`config.mk`:
```
export PLATFORM = sky130hd
export DESIGN_NAME = partial_shuffle_sampler_unit
export DESIGN_NICKNAME = d
export VERILOG_FILES = /design/src/design/pss_pkg.sv /design/src/design/pss_div.sv /design/src/design/partial_shuffle_sampler_unit.sv
export SDC_FILE = /design/constraint.sdc
export NUM_CORES = 2
export LEC_CHECK = 0
export ABC_CLOCK_PERIOD_IN_PS = 15900
export CELL_PAD_IN_SITES_DETAIL_PLACEMENT = 1
export CELL_PAD_IN_SITES_GLOBAL_PLACEMENT = 2
export CORE_UTILIZATION = 48
export CTS_CLUSTER_SIZE = 25
export DETAILED_ROUTE_END_ITERATION = 8
export DONT_BUFFER_PORTS = 1
export HOLD_SLACK_MARGIN = 0.08
export PLACE_DENSITY_LB_ADDON = 0.1
export SETUP_SLACK_MARGIN = 0.3
export SYNTH_ARGS = -nofsm -noshare
export SYNTH_HDL_FRONTEND = slang
export SYNTH_HIERARCHICAL = 1
export SYNTH_SLANG_ARGS = --single-unit
```
`constraint.sdc`:
```
create_clock -name clk -period 15.9 [get_ports clk]
set_input_delay 0.795 -clock clk [delete_from_list [all_inputs] [get_ports clk]]
set_output_delay 0.795 -clock clk [all_outputs]
set_load 0.005 [all_outputs]
```
`src/design/pss_pkg.sv`:
```
// Shared constants and types for the partial shuffle sampler.
`timescale 1ns / 1ps

package pss_pkg;

	localparam int MAX_RANGE = 256;
	localparam int IDX_W = $clog2(MAX_RANGE);
	localparam int CNT_W = $clog2(MAX_RANGE + 1);
	localparam int WORD_W = 32;
	localparam int PICK_W = 9;
	localparam int CMP_W = (CNT_W > PICK_W) ? CNT_W : PICK_W;
	localparam int DIV_CNT_W = $clog2(WORD_W);
	localparam int CFG_IDX_W = 2;

	localparam logic [CFG_IDX_W-1:0] REG_RANGE_START = 2'd0;
	localparam logic [CFG_IDX_W-1:0] REG_RANGE_END = 2'd1;
	localparam logic [CFG_IDX_W-1:0] REG_PICK_COUNT = 2'd2;

	localparam logic [WORD_W-1:0] RANGE_START_RST = 32'd0;
	localparam logic [WORD_W-1:0] RANGE_END_RST = 32'd255;
	localparam logic [PICK_W-1:0] PICK_COUNT_RST = 9'd8;

	typedef logic [CNT_W-1:0] cnt_t;
	typedef logic [WORD_W-1:0] word_t;

	typedef struct packed {
		logic busy;
		logic done;
	} div_stat_t;

endpackage

```
`src/design/pss_div.sv`:
```
// Bit-serial remainder unit: one quotient bit per cycle.
`timescale 1ns / 1ps

module pss_div (
	input  logic              clk,
	input  logic              arst_n,
	input  logic              start,
	input  pss_pkg::word_t    dividend,
	input  pss_pkg::cnt_t     divisor,
	output pss_pkg::div_stat_t stat,
	output pss_pkg::cnt_t     remainder
);

	logic                          busy_q;
	logic                          done_q;
	logic [pss_pkg::DIV_CNT_W-1:0] cnt_q;
	pss_pkg::word_t                num_q;
	pss_pkg::cnt_t                 den_q;
	pss_pkg::cnt_t                 rem_q;
	logic [pss_pkg::CNT_W:0]       shifted;
	logic [pss_pkg::CNT_W:0]       trial;

	assign shifted = {rem_q, num_q[pss_pkg::WORD_W-1]};
	assign trial = shifted - {1'b0, den_q};

	always_ff @(posedge clk or negedge arst_n) begin
		if (!arst_n) begin
			busy_q <= 1'b0;
			done_q <= 1'b0;
			cnt_q <= '0;
		end else begin
			done_q <= 1'b0;
			if (start) begin
				busy_q <= 1'b1;
				cnt_q <= pss_pkg::DIV_CNT_W'(pss_pkg::WORD_W - 1);
			end else if (busy_q) begin
				if (cnt_q == '0) begin
					busy_q <= 1'b0;
					done_q <= 1'b1;
				end else begin
					cnt_q <= cnt_q - 1'b1;
				end
			end
		end
	end

	always_ff @(posedge clk) begin
		if (start) begin
			num_q <= dividend;
			den_q <= divisor;
			rem_q <= '0;
		end else if (busy_q) begin
			num_q <= {num_q[pss_pkg::WORD_W-2:0], 1'b0};
			if (shifted >= {1'b0, den_q}) begin
				rem_q <= trial[pss_pkg::CNT_W-1:0];
			end else begin
				rem_q <= shifted[pss_pkg::CNT_W-1:0];
			end
		end
	end

	assign stat.busy = busy_q;
	assign stat.done = done_q;
	assign remainder = rem_q;

endmodule

```
`src/design/partial_shuffle_sampler_unit.sv`:
```
// Top level of the partial shuffle sampler: sequencer, offset table and result register.
// Each request carries one random word and yields one drawn value without repetition
// from range_start..range_end, using a partial Fisher-Yates shuffle over an offset table.
// A request with a valid range passes through a check state, a setup state, the bit-serial
// remainder unit (its iterations and then its done strobe), the table states RD_A, RD_B,
// RD_C and WR_T on a table with one read port and one write port, and the output state.
// A request with a bad range goes from the check state straight to the output state. The
// block is ready again in the cycle after its output register loads. One request is in
// flight at a time; the next may be accepted while the previous result still waits to be taken.
`timescale 1ns / 1ps

module partial_shuffle_sampler_unit (
	input  logic                             clk,
	input  logic                             arst_n,
	input  logic                             cfg_we,
	input  logic [pss_pkg::CFG_IDX_W-1:0]    cfg_index,
	input  logic [pss_pkg::WORD_W-1:0]       cfg_data,
	input  logic                             in_valid,
	output logic                             in_ready,
	input  logic [pss_pkg::WORD_W-1:0]       random_word,
	output logic                             out_valid,
	input  logic                             out_ready,
	output logic signed [pss_pkg::WORD_W-1:0] drawn_value,
	output logic                             last_of_run,
	output logic                             range_error
);

	localparam logic [3:0] ST_IDLE = 4'd0;
	localparam logic [3:0] ST_CHECK = 4'd1;
	localparam logic [3:0] ST_PREP = 4'd2;
	localparam logic [3:0] ST_DIV = 4'd3;
	localparam logic [3:0] ST_RD_A = 4'd4;
	localparam logic [3:0] ST_RD_B = 4'd5;
	localparam logic [3:0] ST_RD_C = 4'd6;
	localparam logic [3:0] ST_WR_T = 4'd7;
	localparam logic [3:0] ST_EMIT = 4'd8;

	logic [3:0] state_q;

	logic signed [pss_pkg::WORD_W-1:0] range_start_q;
	logic signed [pss_pkg::WORD_W-1:0] range_end_q;
	logic [pss_pkg::PICK_W-1:0]        pick_count_q;

	pss_pkg::word_t             word_q;
	pss_pkg::cnt_t              n_q;
	pss_pkg::cnt_t              count_q;
	pss_pkg::cnt_t              dd_q;
	pss_pkg::cnt_t              den_c;
	logic [pss_pkg::IDX_W-1:0]  pick_q;
	logic [pss_pkg::IDX_W-1:0]  tail_q;
	logic [pss_pkg::IDX_W-1:0]  chosen_q;
	logic [pss_pkg::MAX_RANGE-1:0] written_q;

	pss_pkg::word_t res_value_q;
	logic           res_last_q;
	logic           res_err_q;
	logic           out_valid_q;
	pss_pkg::word_t out_value_q;
	logic           out_last_q;
	logic           out_err_q;

	logic [pss_pkg::IDX_W-1:0] table_mem [pss_pkg::MAX_RANGE];
	logic [pss_pkg::IDX_W-1:0] rd_q;
	logic [pss_pkg::IDX_W-1:0] mem_raddr;
	logic [pss_pkg::IDX_W-1:0] mem_waddr;
	logic [pss_pkg::IDX_W-1:0] mem_wdata;
	logic                      mem_we;

	logic [33:0]               size_c;
	logic                      size_bad;
	logic [pss_pkg::CMP_W-1:0] pc_c;
	logic [pss_pkg::CMP_W-1:0] nc_c;
	pss_pkg::cnt_t             count_c;
	pss_pkg::cnt_t             dd_eff_c;
	pss_pkg::cnt_t             tail_c;
	pss_pkg::cnt_t             dd_next_c;
	logic [pss_pkg::IDX_W-1:0] moved_c;
	logic                      div_start;
	pss_pkg::div_stat_t        div_stat;
	pss_pkg::cnt_t             div_rem;

	pss_div u_div (
		.clk       (clk),
		.arst_n    (arst_n),
		.start     (div_start),
		.dividend  (word_q),
		.divisor   (den_c),
		.stat      (div_stat),
		.remainder (div_rem)
	);

	assign size_c = {{2{range_end_q[pss_pkg::WORD_W-1]}}, range_end_q}
		- {{2{range_start_q[pss_pkg::WORD_W-1]}}, range_start_q} + 34'd1;
	assign size_bad = size_c[33] || (size_c == 34'd0) || (size_c > 34'(pss_pkg::MAX_RANGE));

	assign pc_c = (pick_count_q == '0) ? pss_pkg::CMP_W'(1) : pss_pkg::CMP_W'(pick_count_q);
	assign nc_c = pss_pkg::CMP_W'(n_q);
	assign count_c = (pc_c > nc_c) ? n_q : pc_c[pss_pkg::CNT_W-1:0];
	assign dd_eff_c = (dd_q >= count_c) ? '0 : dd_q;
	assign den_c = n_q - dd_eff_c;
	assign tail_c = n_q - dd_eff_c - pss_pkg::CNT_W'(1);
	assign dd_next_c = dd_q + pss_pkg::CNT_W'(1);
	assign moved_c = written_q[tail_q] ? rd_q : tail_q;

	assign div_start = (state_q == ST_PREP);
	assign in_ready = (state_q == ST_IDLE);

	assign mem_raddr = (state_q == ST_RD_A) ? pick_q : tail_q;
	assign mem_we = (state_q == ST_RD_C) || (state_q == ST_WR_T);
	assign mem_waddr = (state_q == ST_RD_C) ? pick_q : tail_q;
	assign mem_wdata = (state_q == ST_RD_C) ? moved_c : chosen_q;

	always_ff @(posedge clk) begin
		if (mem_we) begin
			table_mem[mem_waddr] <= mem_wdata;
		end
		rd_q <= table_mem[mem_raddr];
	end

	always_ff @(posedge clk or negedge arst_n) begin
		if (!arst_n) begin
			range_start_q <= pss_pkg::RANGE_START_RST;
			range_end_q <= pss_pkg::RANGE_END_RST;
			pick_count_q <= pss_pkg::PICK_COUNT_RST;
		end else if (cfg_we) begin
			case (cfg_index)
				pss_pkg::REG_RANGE_START: range_start_q <= cfg_data;
				pss_pkg::REG_RANGE_END: range_end_q <= cfg_data;
				pss_pkg::REG_PICK_COUNT: pick_count_q <= cfg_data[pss_pkg::PICK_W-1:0];
				default: ;
			endcase
		end
	end

	always_ff @(posedge clk or negedge arst_n) begin
		if (!arst_n) begin
			state_q <= ST_IDLE;
			dd_q <= '0;
			written_q <= '0;
			out_valid_q <= 1'b0;
		end else begin
			if ((state_q == ST_EMIT) && (!out_valid_q || out_ready)) begin
				out_valid_q <= 1'b1;
			end else if (out_ready) begin
				out_valid_q <= 1'b0;
			end
			case (state_q)
				ST_IDLE: begin
					if (in_valid) begin
						state_q <= ST_CHECK;
					end
				end
				ST_CHECK: begin
					if (size_bad) begin
						dd_q <= '0;
						state_q <= ST_EMIT;
					end else begin
						state_q <= ST_PREP;
					end
				end
				ST_PREP: begin
					dd_q <= dd_eff_c;
					if (dd_eff_c == '0) begin
						written_q <= '0;
					end
					state_q <= ST_DIV;
				end
				ST_DIV: begin
					if (div_stat.done) begin
						state_q <= ST_RD_A;
					end
				end
				ST_RD_A: state_q <= ST_RD_B;
				ST_RD_B: state_q <= ST_RD_C;
				ST_RD_C: begin
					written_q[pick_q] <= 1'b1;
					state_q <= ST_WR_T;
				end
				ST_WR_T: begin
					written_q[tail_q] <= 1'b1;
					dd_q <= (dd_next_c >= count_q) ? '0 : dd_next_c;
					state_q <= ST_EMIT;
				end
				ST_EMIT: begin
					if (!out_valid_q || out_ready) begin
						state_q <= ST_IDLE;
					end
				end
				default: state_q <= ST_IDLE;
			endcase
		end
	end

	always_ff @(posedge clk) begin
		case (state_q)
			ST_IDLE: begin
				word_q <= random_word;
			end
			ST_CHECK: begin
				n_q <= size_c[pss_pkg::CNT_W-1:0];
				res_value_q <= '0;
				res_last_q <= 1'b1;
				res_err_q <= 1'b1;
			end
			ST_PREP: begin
				count_q <= count_c;
				tail_q <= tail_c[pss_pkg::IDX_W-1:0];
			end
			ST_DIV: begin
				pick_q <= div_rem[pss_pkg::IDX_W-1:0];
			end
			ST_RD_B: begin
				chosen_q <= written_q[pick_q] ? rd_q : pick_q;
			end
			ST_WR_T: begin
				res_value_q <= range_start_q + pss_pkg::WORD_W'(chosen_q);
				res_last_q <= (dd_next_c >= count_q);
				res_err_q <= 1'b0;
			end
			ST_EMIT: begin
				if (!out_valid_q || out_ready) begin
					out_value_q <= res_value_q;
					out_last_q <= res_last_q;
					out_err_q <= res_err_q;
				end
			end
			default: ;
		endcase
	end

	assign out_valid = out_valid_q;
	assign drawn_value = out_value_q;
	assign last_of_run = out_last_q;
	assign range_error = out_err_q;

endmodule

```
# Yosys cells after proc, flatten, opt, wreduce, memory -nomap -nowiden
# Memory sizes are Yosys's and may differ from the RTL's. A register that Yosys moved wholly into a read port is not among the register bits.
# Index checks and enable logic that the tools add are counted.
# word_totals
out_inout_bits,36
reg_bits,542
memories,1
mem_bits_rw,2048
input_bits,71
# mem_list
name,words,width,rd,rd_clocked_by_memory_dff,wr,line,source
table_mem,256,8,1,1,1,partial_shuffle_sampler_unit.sv:62,logic [pss_pkg::IDX_W-1:0] table_mem [pss_pkg::MAX_RANGE];
# classes
bitwise_logic,2
n_addsub,8
n_reduce_logical,27
n_eq_ne,16
n_mux,45
magnitude_cmp,9
# ops
operator,n
256-bit one-hot mux with 3 select lines,1
256-bit OR,2
256-bit 2-to-1 mux,1
32-bit 2-to-1 mux,2
32-bit one-hot mux with 2 select lines,1
9-bit 2-to-1 mux,6
8-bit 2-to-1 mux,5
4-bit one-hot mux with 9 select lines,1
"33-bit by 2-bit adder with 34-bit output, second input constant",1
"34-bit by 9-bit greater-than comparator with 1-bit output, second input constant",1
34-bit logical NOT,1
32-bit by 32-bit subtractor with 33-bit output,1
32-bit by 8-bit adder with 32-bit output,1
9-bit one-hot mux with 3 select lines,1
9-bit >= comparator,2
9-bit logical NOT,2
"8-bit by 9-bit less-than comparator with 1-bit output, second input constant",2
9-bit subtractor,2
1-bit binary-select mux with 8-bit select,2
1-bit demux with 8-bit select,2
"4-bit by 3-bit equality test with 1-bit output, second input constant",4
"8-bit by 1-bit >= comparator with 1-bit output, second input constant",2
4-bit 2-to-1 mux,4
5-bit 2-to-1 mux,3
24 further kinds,57

# Logic depth before layout (Yosys ltp)
# depth
word_depth,9
ltp_mapped,33
depth_no_buf,33

# Cells and area by module
# Netlist, hierarchy kept.
# by_module_without_submodules
module,n_inst,seq_area_each_um2,cells_each,area_per_inst_um2
partial_shuffle_sampler_unit,1,74517.7,6977,108422.7
pss_div,1,1586.5,213,2795.2

# Least setup slack after synthesis
# Ideal clock, no wire load.
# synth_path
path_type,flip-flop to flip-flop
startpoint,register tail_q[0] in the netlist's numbering
endpoint,memory table_mem[0][2] in the netlist's numbering (data pin)
path_slack_ns,4.600
synth_period_minus_slack_ns,11.300
t_arrival_ns,9.720
t_required_ns,14.321
setup_ns,1.579
stages_incl_launch_ff,10
cell_sequence,edfxtp_1 clkbuf_1 mux4_2 mux4_2 nor2b_1 a311oi_1 nand3_1 a211oi_4 mux2i_1 a21oi_1
# synth_via
elab_chain_len,4
# synth_rtl
item,line,source
start: declaration,partial_shuffle_sampler_unit.sv:50,logic [pss_pkg::IDX_W-1:0] tail_q;
start signal: assignment,partial_shuffle_sampler_unit.sv:207,tail_q <= tail_c[pss_pkg::IDX_W-1:0];
1-bit binary-select mux with 8-bit select,partial_shuffle_sampler_unit.sv:103,assign moved_c = written_q[tail_q] ? rd_q : tail_q;
1-bit 2-to-1 mux (not written as such),partial_shuffle_sampler_unit.sv:103,
8-bit 2-to-1 mux,partial_shuffle_sampler_unit.sv:103,
8-bit 2-to-1 mux,partial_shuffle_sampler_unit.sv:111,assign mem_wdata = (state_q == ST_RD_C) ? moved_c : chosen_q;
"named net mem_wdata, one bit",partial_shuffle_sampler_unit.sv:66,logic [pss_pkg::IDX_W-1:0] mem_wdata;
end: declaration,partial_shuffle_sampler_unit.sv:62,
# The timed path passes the listed nets, and every way through them passes these cells. The select of a mux whose other input is x is not followed.

# Worst setup path after layout
# layout_path
startpoint,register pick_count_q[5] in the netlist's numbering
endpoint,register tail_q[7] in the netlist's numbering (data pin)
# layout_via
elab_chain_len,8
# layout_rtl
item,line,source
start: declaration,partial_shuffle_sampler_unit.sv:42,logic [pss_pkg::PICK_W-1:0] pick_count_q;
start signal: assignment,partial_shuffle_sampler_unit.sv:124,pick_count_q <= pss_pkg::PICK_COUNT_RST;
start signal: assignment,partial_shuffle_sampler_unit.sv:129,pss_pkg::REG_PICK_COUNT: pick_count_q <= cfg_data[pss_pkg::PICK_W-1:0];
9-bit logical NOT,partial_shuffle_sampler_unit.sv:96,assign pc_c = (pick_count_q == '0) ? pss_pkg::CMP_W'(1) : pss_pkg::CMP_W'(pick_count_q);
9-bit 2-to-1 mux (*),partial_shuffle_sampler_unit.sv:96,
9-bit greater-than comparator,partial_shuffle_sampler_unit.sv:98,assign count_c = (pc_c > nc_c) ? n_q : pc_c[pss_pkg::CNT_W-1:0];
9-bit 2-to-1 mux (*),partial_shuffle_sampler_unit.sv:98,
named net count_c[0],partial_shuffle_sampler_unit.sv:73,pss_pkg::cnt_t count_c;
9-bit >= comparator (*),partial_shuffle_sampler_unit.sv:99,assign dd_eff_c = (dd_q >= count_c) ? '0 : dd_q;
9-bit 2-to-1 mux (*),partial_shuffle_sampler_unit.sv:99,
9-bit subtractor (*),partial_shuffle_sampler_unit.sv:101,assign tail_c = n_q - dd_eff_c - pss_pkg::CNT_W'(1);
named net den_c[5],partial_shuffle_sampler_unit.sv:48,pss_pkg::cnt_t den_c;
8-bit by 1-bit subtractor with 8-bit output (*),partial_shuffle_sampler_unit.sv:101,
named net tail_c[7],partial_shuffle_sampler_unit.sv:75,pss_pkg::cnt_t tail_c;
# Mark *: on every way through the listed nets, which the timed path passes. The rest lies on a longest branch.
# A chain may end at the register's enable or synchronous reset.

==> impl_table.tex <==
\begin{tabular}{lr}
\hline
Metric & Value \\
\hline
\multicolumn{2}{l}{\textbf{Global route}} \\
Remaining global-route overflow & 0 \\
Number of antenna violations at the first check in global routing & 12 \\
Maximum number of pins on one net before global-route repair & 351 \\
Number of global-route vias before repair & 69384 \\
GRT Util Overall & 0.296 \\
Wire length of the first global-routing pass & 502000 um \\
\multicolumn{2}{l}{\textbf{Placed design}} \\
Count of input and output buffers & 0 \\
Placed wire-length estimate after detailed placement & slightly above 200000 um \\
Routability-driven placement congestion ratio & between 0.8 and 0.9 \\
\multicolumn{2}{l}{\textbf{Power}} \\
Maximum VDD drop & 0.103 mV \\
Register share of total power & 0.503 \\
Pwr dens & $\sim$120 mW/mm2 \\
Clock network power share & 0.442 \\
Leakage power summed over all cells & 46.8 nW \\
Total Power Consumption & around 15 mW \\
Fraction of power consumed by combinational cells & 0.055 \\
Int Pwr & 11.6 mW \\
Proportion of total power due to net switching & 0.222 \\
Reported net switching power & 3.31 mW \\
\multicolumn{2}{l}{\textbf{Critical path}} \\
Critical setup path kind & flop to flop \\
Sort of element at the start of the critical path & flop \\
Worst R2R Start & pick\_count\_q[5] \\
WP data required & 16.56 ns \\
Element type at the critical path end & flop \\
Slowest stage cell, crit path & a21oi\_1 \\
Arrival time at the worst endpoint & 7.92 ns \\
Critical Path Source & pick\_count\_q[5] \\
Critical Path Max Stage Delay & 0.82 ns \\
Critical-path maximum fanout & 9 \\
\multicolumn{2}{l}{\textbf{Timing}} \\
Setup repair after global routing missed its margin & no \\
Hold WS & 0.408 ns \\
Max-slew headroom at the worst pin & 0.0423 \\
Crit share post-route & 0.456 \\
Number of failing hold endpoints at the final stage & 0 \\
Worst slew pin tran & 1.44 ns \\
Final slew viol count & 0 \\
Final total negative setup slack & 0 ns \\
Max Clock Skew & 0.0458 ns \\
Fmax & 138 MHz \\
Final period demand of the worst path & 7.26 ns \\
Setup violation total in the final timing report & 0 \\
\multicolumn{2}{l}{\textbf{Floorplan}} \\
Number of rows in the core area & 176 \\
Core area & about 0.23 mm2 \\
Horizontal extent of the die & 483 um \\
Initial Utilization & 0.483 \\
Die ar. & 0.234 mm2 \\
DIE HEIGHT & roughly 480 um \\
Top-level port count & about 110 \\
\multicolumn{2}{l}{\textbf{Clock network}} \\
CTS Sinks & 2598 \\
CTS Root Cell & clkbuf\_16 \\
Clk pin slew, worst setup/hold paths & 0.06 ns \\
Clk Latency, worst-skew pair & 0.94 ns \\
Clk buf depth & 4 \\
Depth of the CTS H-tree & 5 \\
Number of buffers added by the clock tree synthesis step & 295 \\
Post-cts sizing count & 0 \\
TritonCTS clock tree & built \\
\multicolumn{2}{l}{\textbf{Routing}} \\
Count of routing violations after the opening detailed-route iteration & between 6000 and 7000 \\
Aggregate routed wire length & around 350000 um \\
DRC violations left & 0 \\
Iteration count of the initial detailed-routing pass & 5 \\
Detailed-route via count & 67152 \\
Ratio of routed vias to standard cells & 6.41 \\
Final routed wire length divided by cell count & 33.0 um \\
Post-DRT Antenna Nets & 0 \\
\multicolumn{2}{l}{\textbf{Cells and area}} \\
Nets & around 7400 \\
Core Util, Final & 0.540 \\
Layout cell share with drive strength beyond 1 & 0.174 \\
Area grow syn2layout & 11.8\% \\
\multicolumn{2}{l}{\textbf{Logic synthesis}} \\
Post-synthesis instance area & 0.111 mm2 \\
Count of mapped cells out of synthesis & 7189 \\
Ys Warns & 6 \\
Total nets after synthesis & 7384 \\
Avg Synthesized Cell Area & 15.5 um2 \\
\multicolumn{2}{l}{\textbf{Flow run}} \\
Max Cap Viol & 0 \\
\multicolumn{2}{l}{\textbf{Outcome}} \\
Run status & finished, final reports clean \\
\multicolumn{2}{l}{\textbf{Hold path}} \\
Kind of path behind the tightest hold check & flop to flop \\
Hold Path Origin & res\_last\_q \\
\hline
\end{tabular}
-- layout by cell type, fill, tap and decap left out, types with 31 or more instances in the layout --
cell type         n
clkbuf_16       300
buf_4           146
inv_1           112
a31oi_1          36
a21oi_1         397
nor3_1           60
ha_1            120
nor2_1          705
nor2b_1          31
clkinv_2         50
edfxtp_1       2231
nand2b_1         34
clkbuf_1         57
xnor2_1          52
mux4_2          578
nand4_1          34
mux2_2           88
and3_1           34
nand2_1         703
dlygate4sd3_1    67
nand3_1         211
clkinv_1         51
o21ai_0         121
dfrtp_1         341
o22ai_1         256
mux2i_1         139
-- flip-flops by register name, summed over array words and instances (netlist names), 9 cells and up --
signal,count
count_q,9
dd_q,9
drawn_value,32
n_q,9
pick_count_q,9
range_end_q,32
range_start_q,32
res_value_q,32
table_mem,2048
u_div/den_q,9
u_div/num_q,32
u_div/remainder,9
word_q,32
written_q,256
-- metrics by stage --
stage,cell area [um2],instances,worst slack (ns)
final,124000,10481,8.64
after global routing,124000,10479,8.08
after CTS,124000,10473,8.62
after detailed placement,114000,9901,8.65
after global placement,114000,9901,8.60
after floorplan,111000,7189,4.60
-- critical path, delay by kind of cell (launching register included) --
family                     cells  cell delay (ns)
AOI/OAI and AO/OA             17             3.75
muxes                          1             0.33
xor gates and xnor gates       2             0.29
adders and majority gates      3             0.78
DFF                            1             0.41
and+or+nand+nor                7             1.40
-- layer usage --
layer	GRT usage	share of wire
met1	0.419	0.42
met2	0.468	0.47
met3	0.0495	0.069
met4	0.0941	0.033
met5	0	0.00014
-- power groups by stage --
stage | Combinational, mW | Clock, mW | Sequential, mW
2_1_floorplan | 0.578 | 0 | 7.61
3_3_place_gp | 0.779 | 0 | 7.63
3_5_place_dp | 0.785 | 0 | 7.64
4_1_cts | 0.830 | 6.67 | 7.50
5_1_grt | 0.923 | 6.89 | 7.50
6_report | 0.824 | 6.58 | 7.50
-- final timing paths --
check                                  end  slack (ns)  cells past startpoint
max                              tail_q[7]        8.64                     30
max in group asynchronous  range_end_q[26]       14.04                      3
min in group asynchronous   written_q[151]        0.51                      2
min                            last_of_run        0.41                      0
min reg2reg                    last_of_run        0.41                      0
max reg2reg                      tail_q[7]        8.64                     30
-- cell type report --
cell class	count	area, um2
fillers	21287	106000
flip-flops and latches	2598	76100
multi-input cells	4002	32700
clock buffers	362	7790
well taps	3026	3790
repair buffers	232	2180
clock inverters	143	1330
inverters	114	428
diodes	4	10.0
-- what timing repair did --
item | CTS | global route
hold endpoints to repair | 457 | 101
buffers inserted | 0 | 0
hold buffers | 67 | 1
Power figures use the tool's default switching activity.
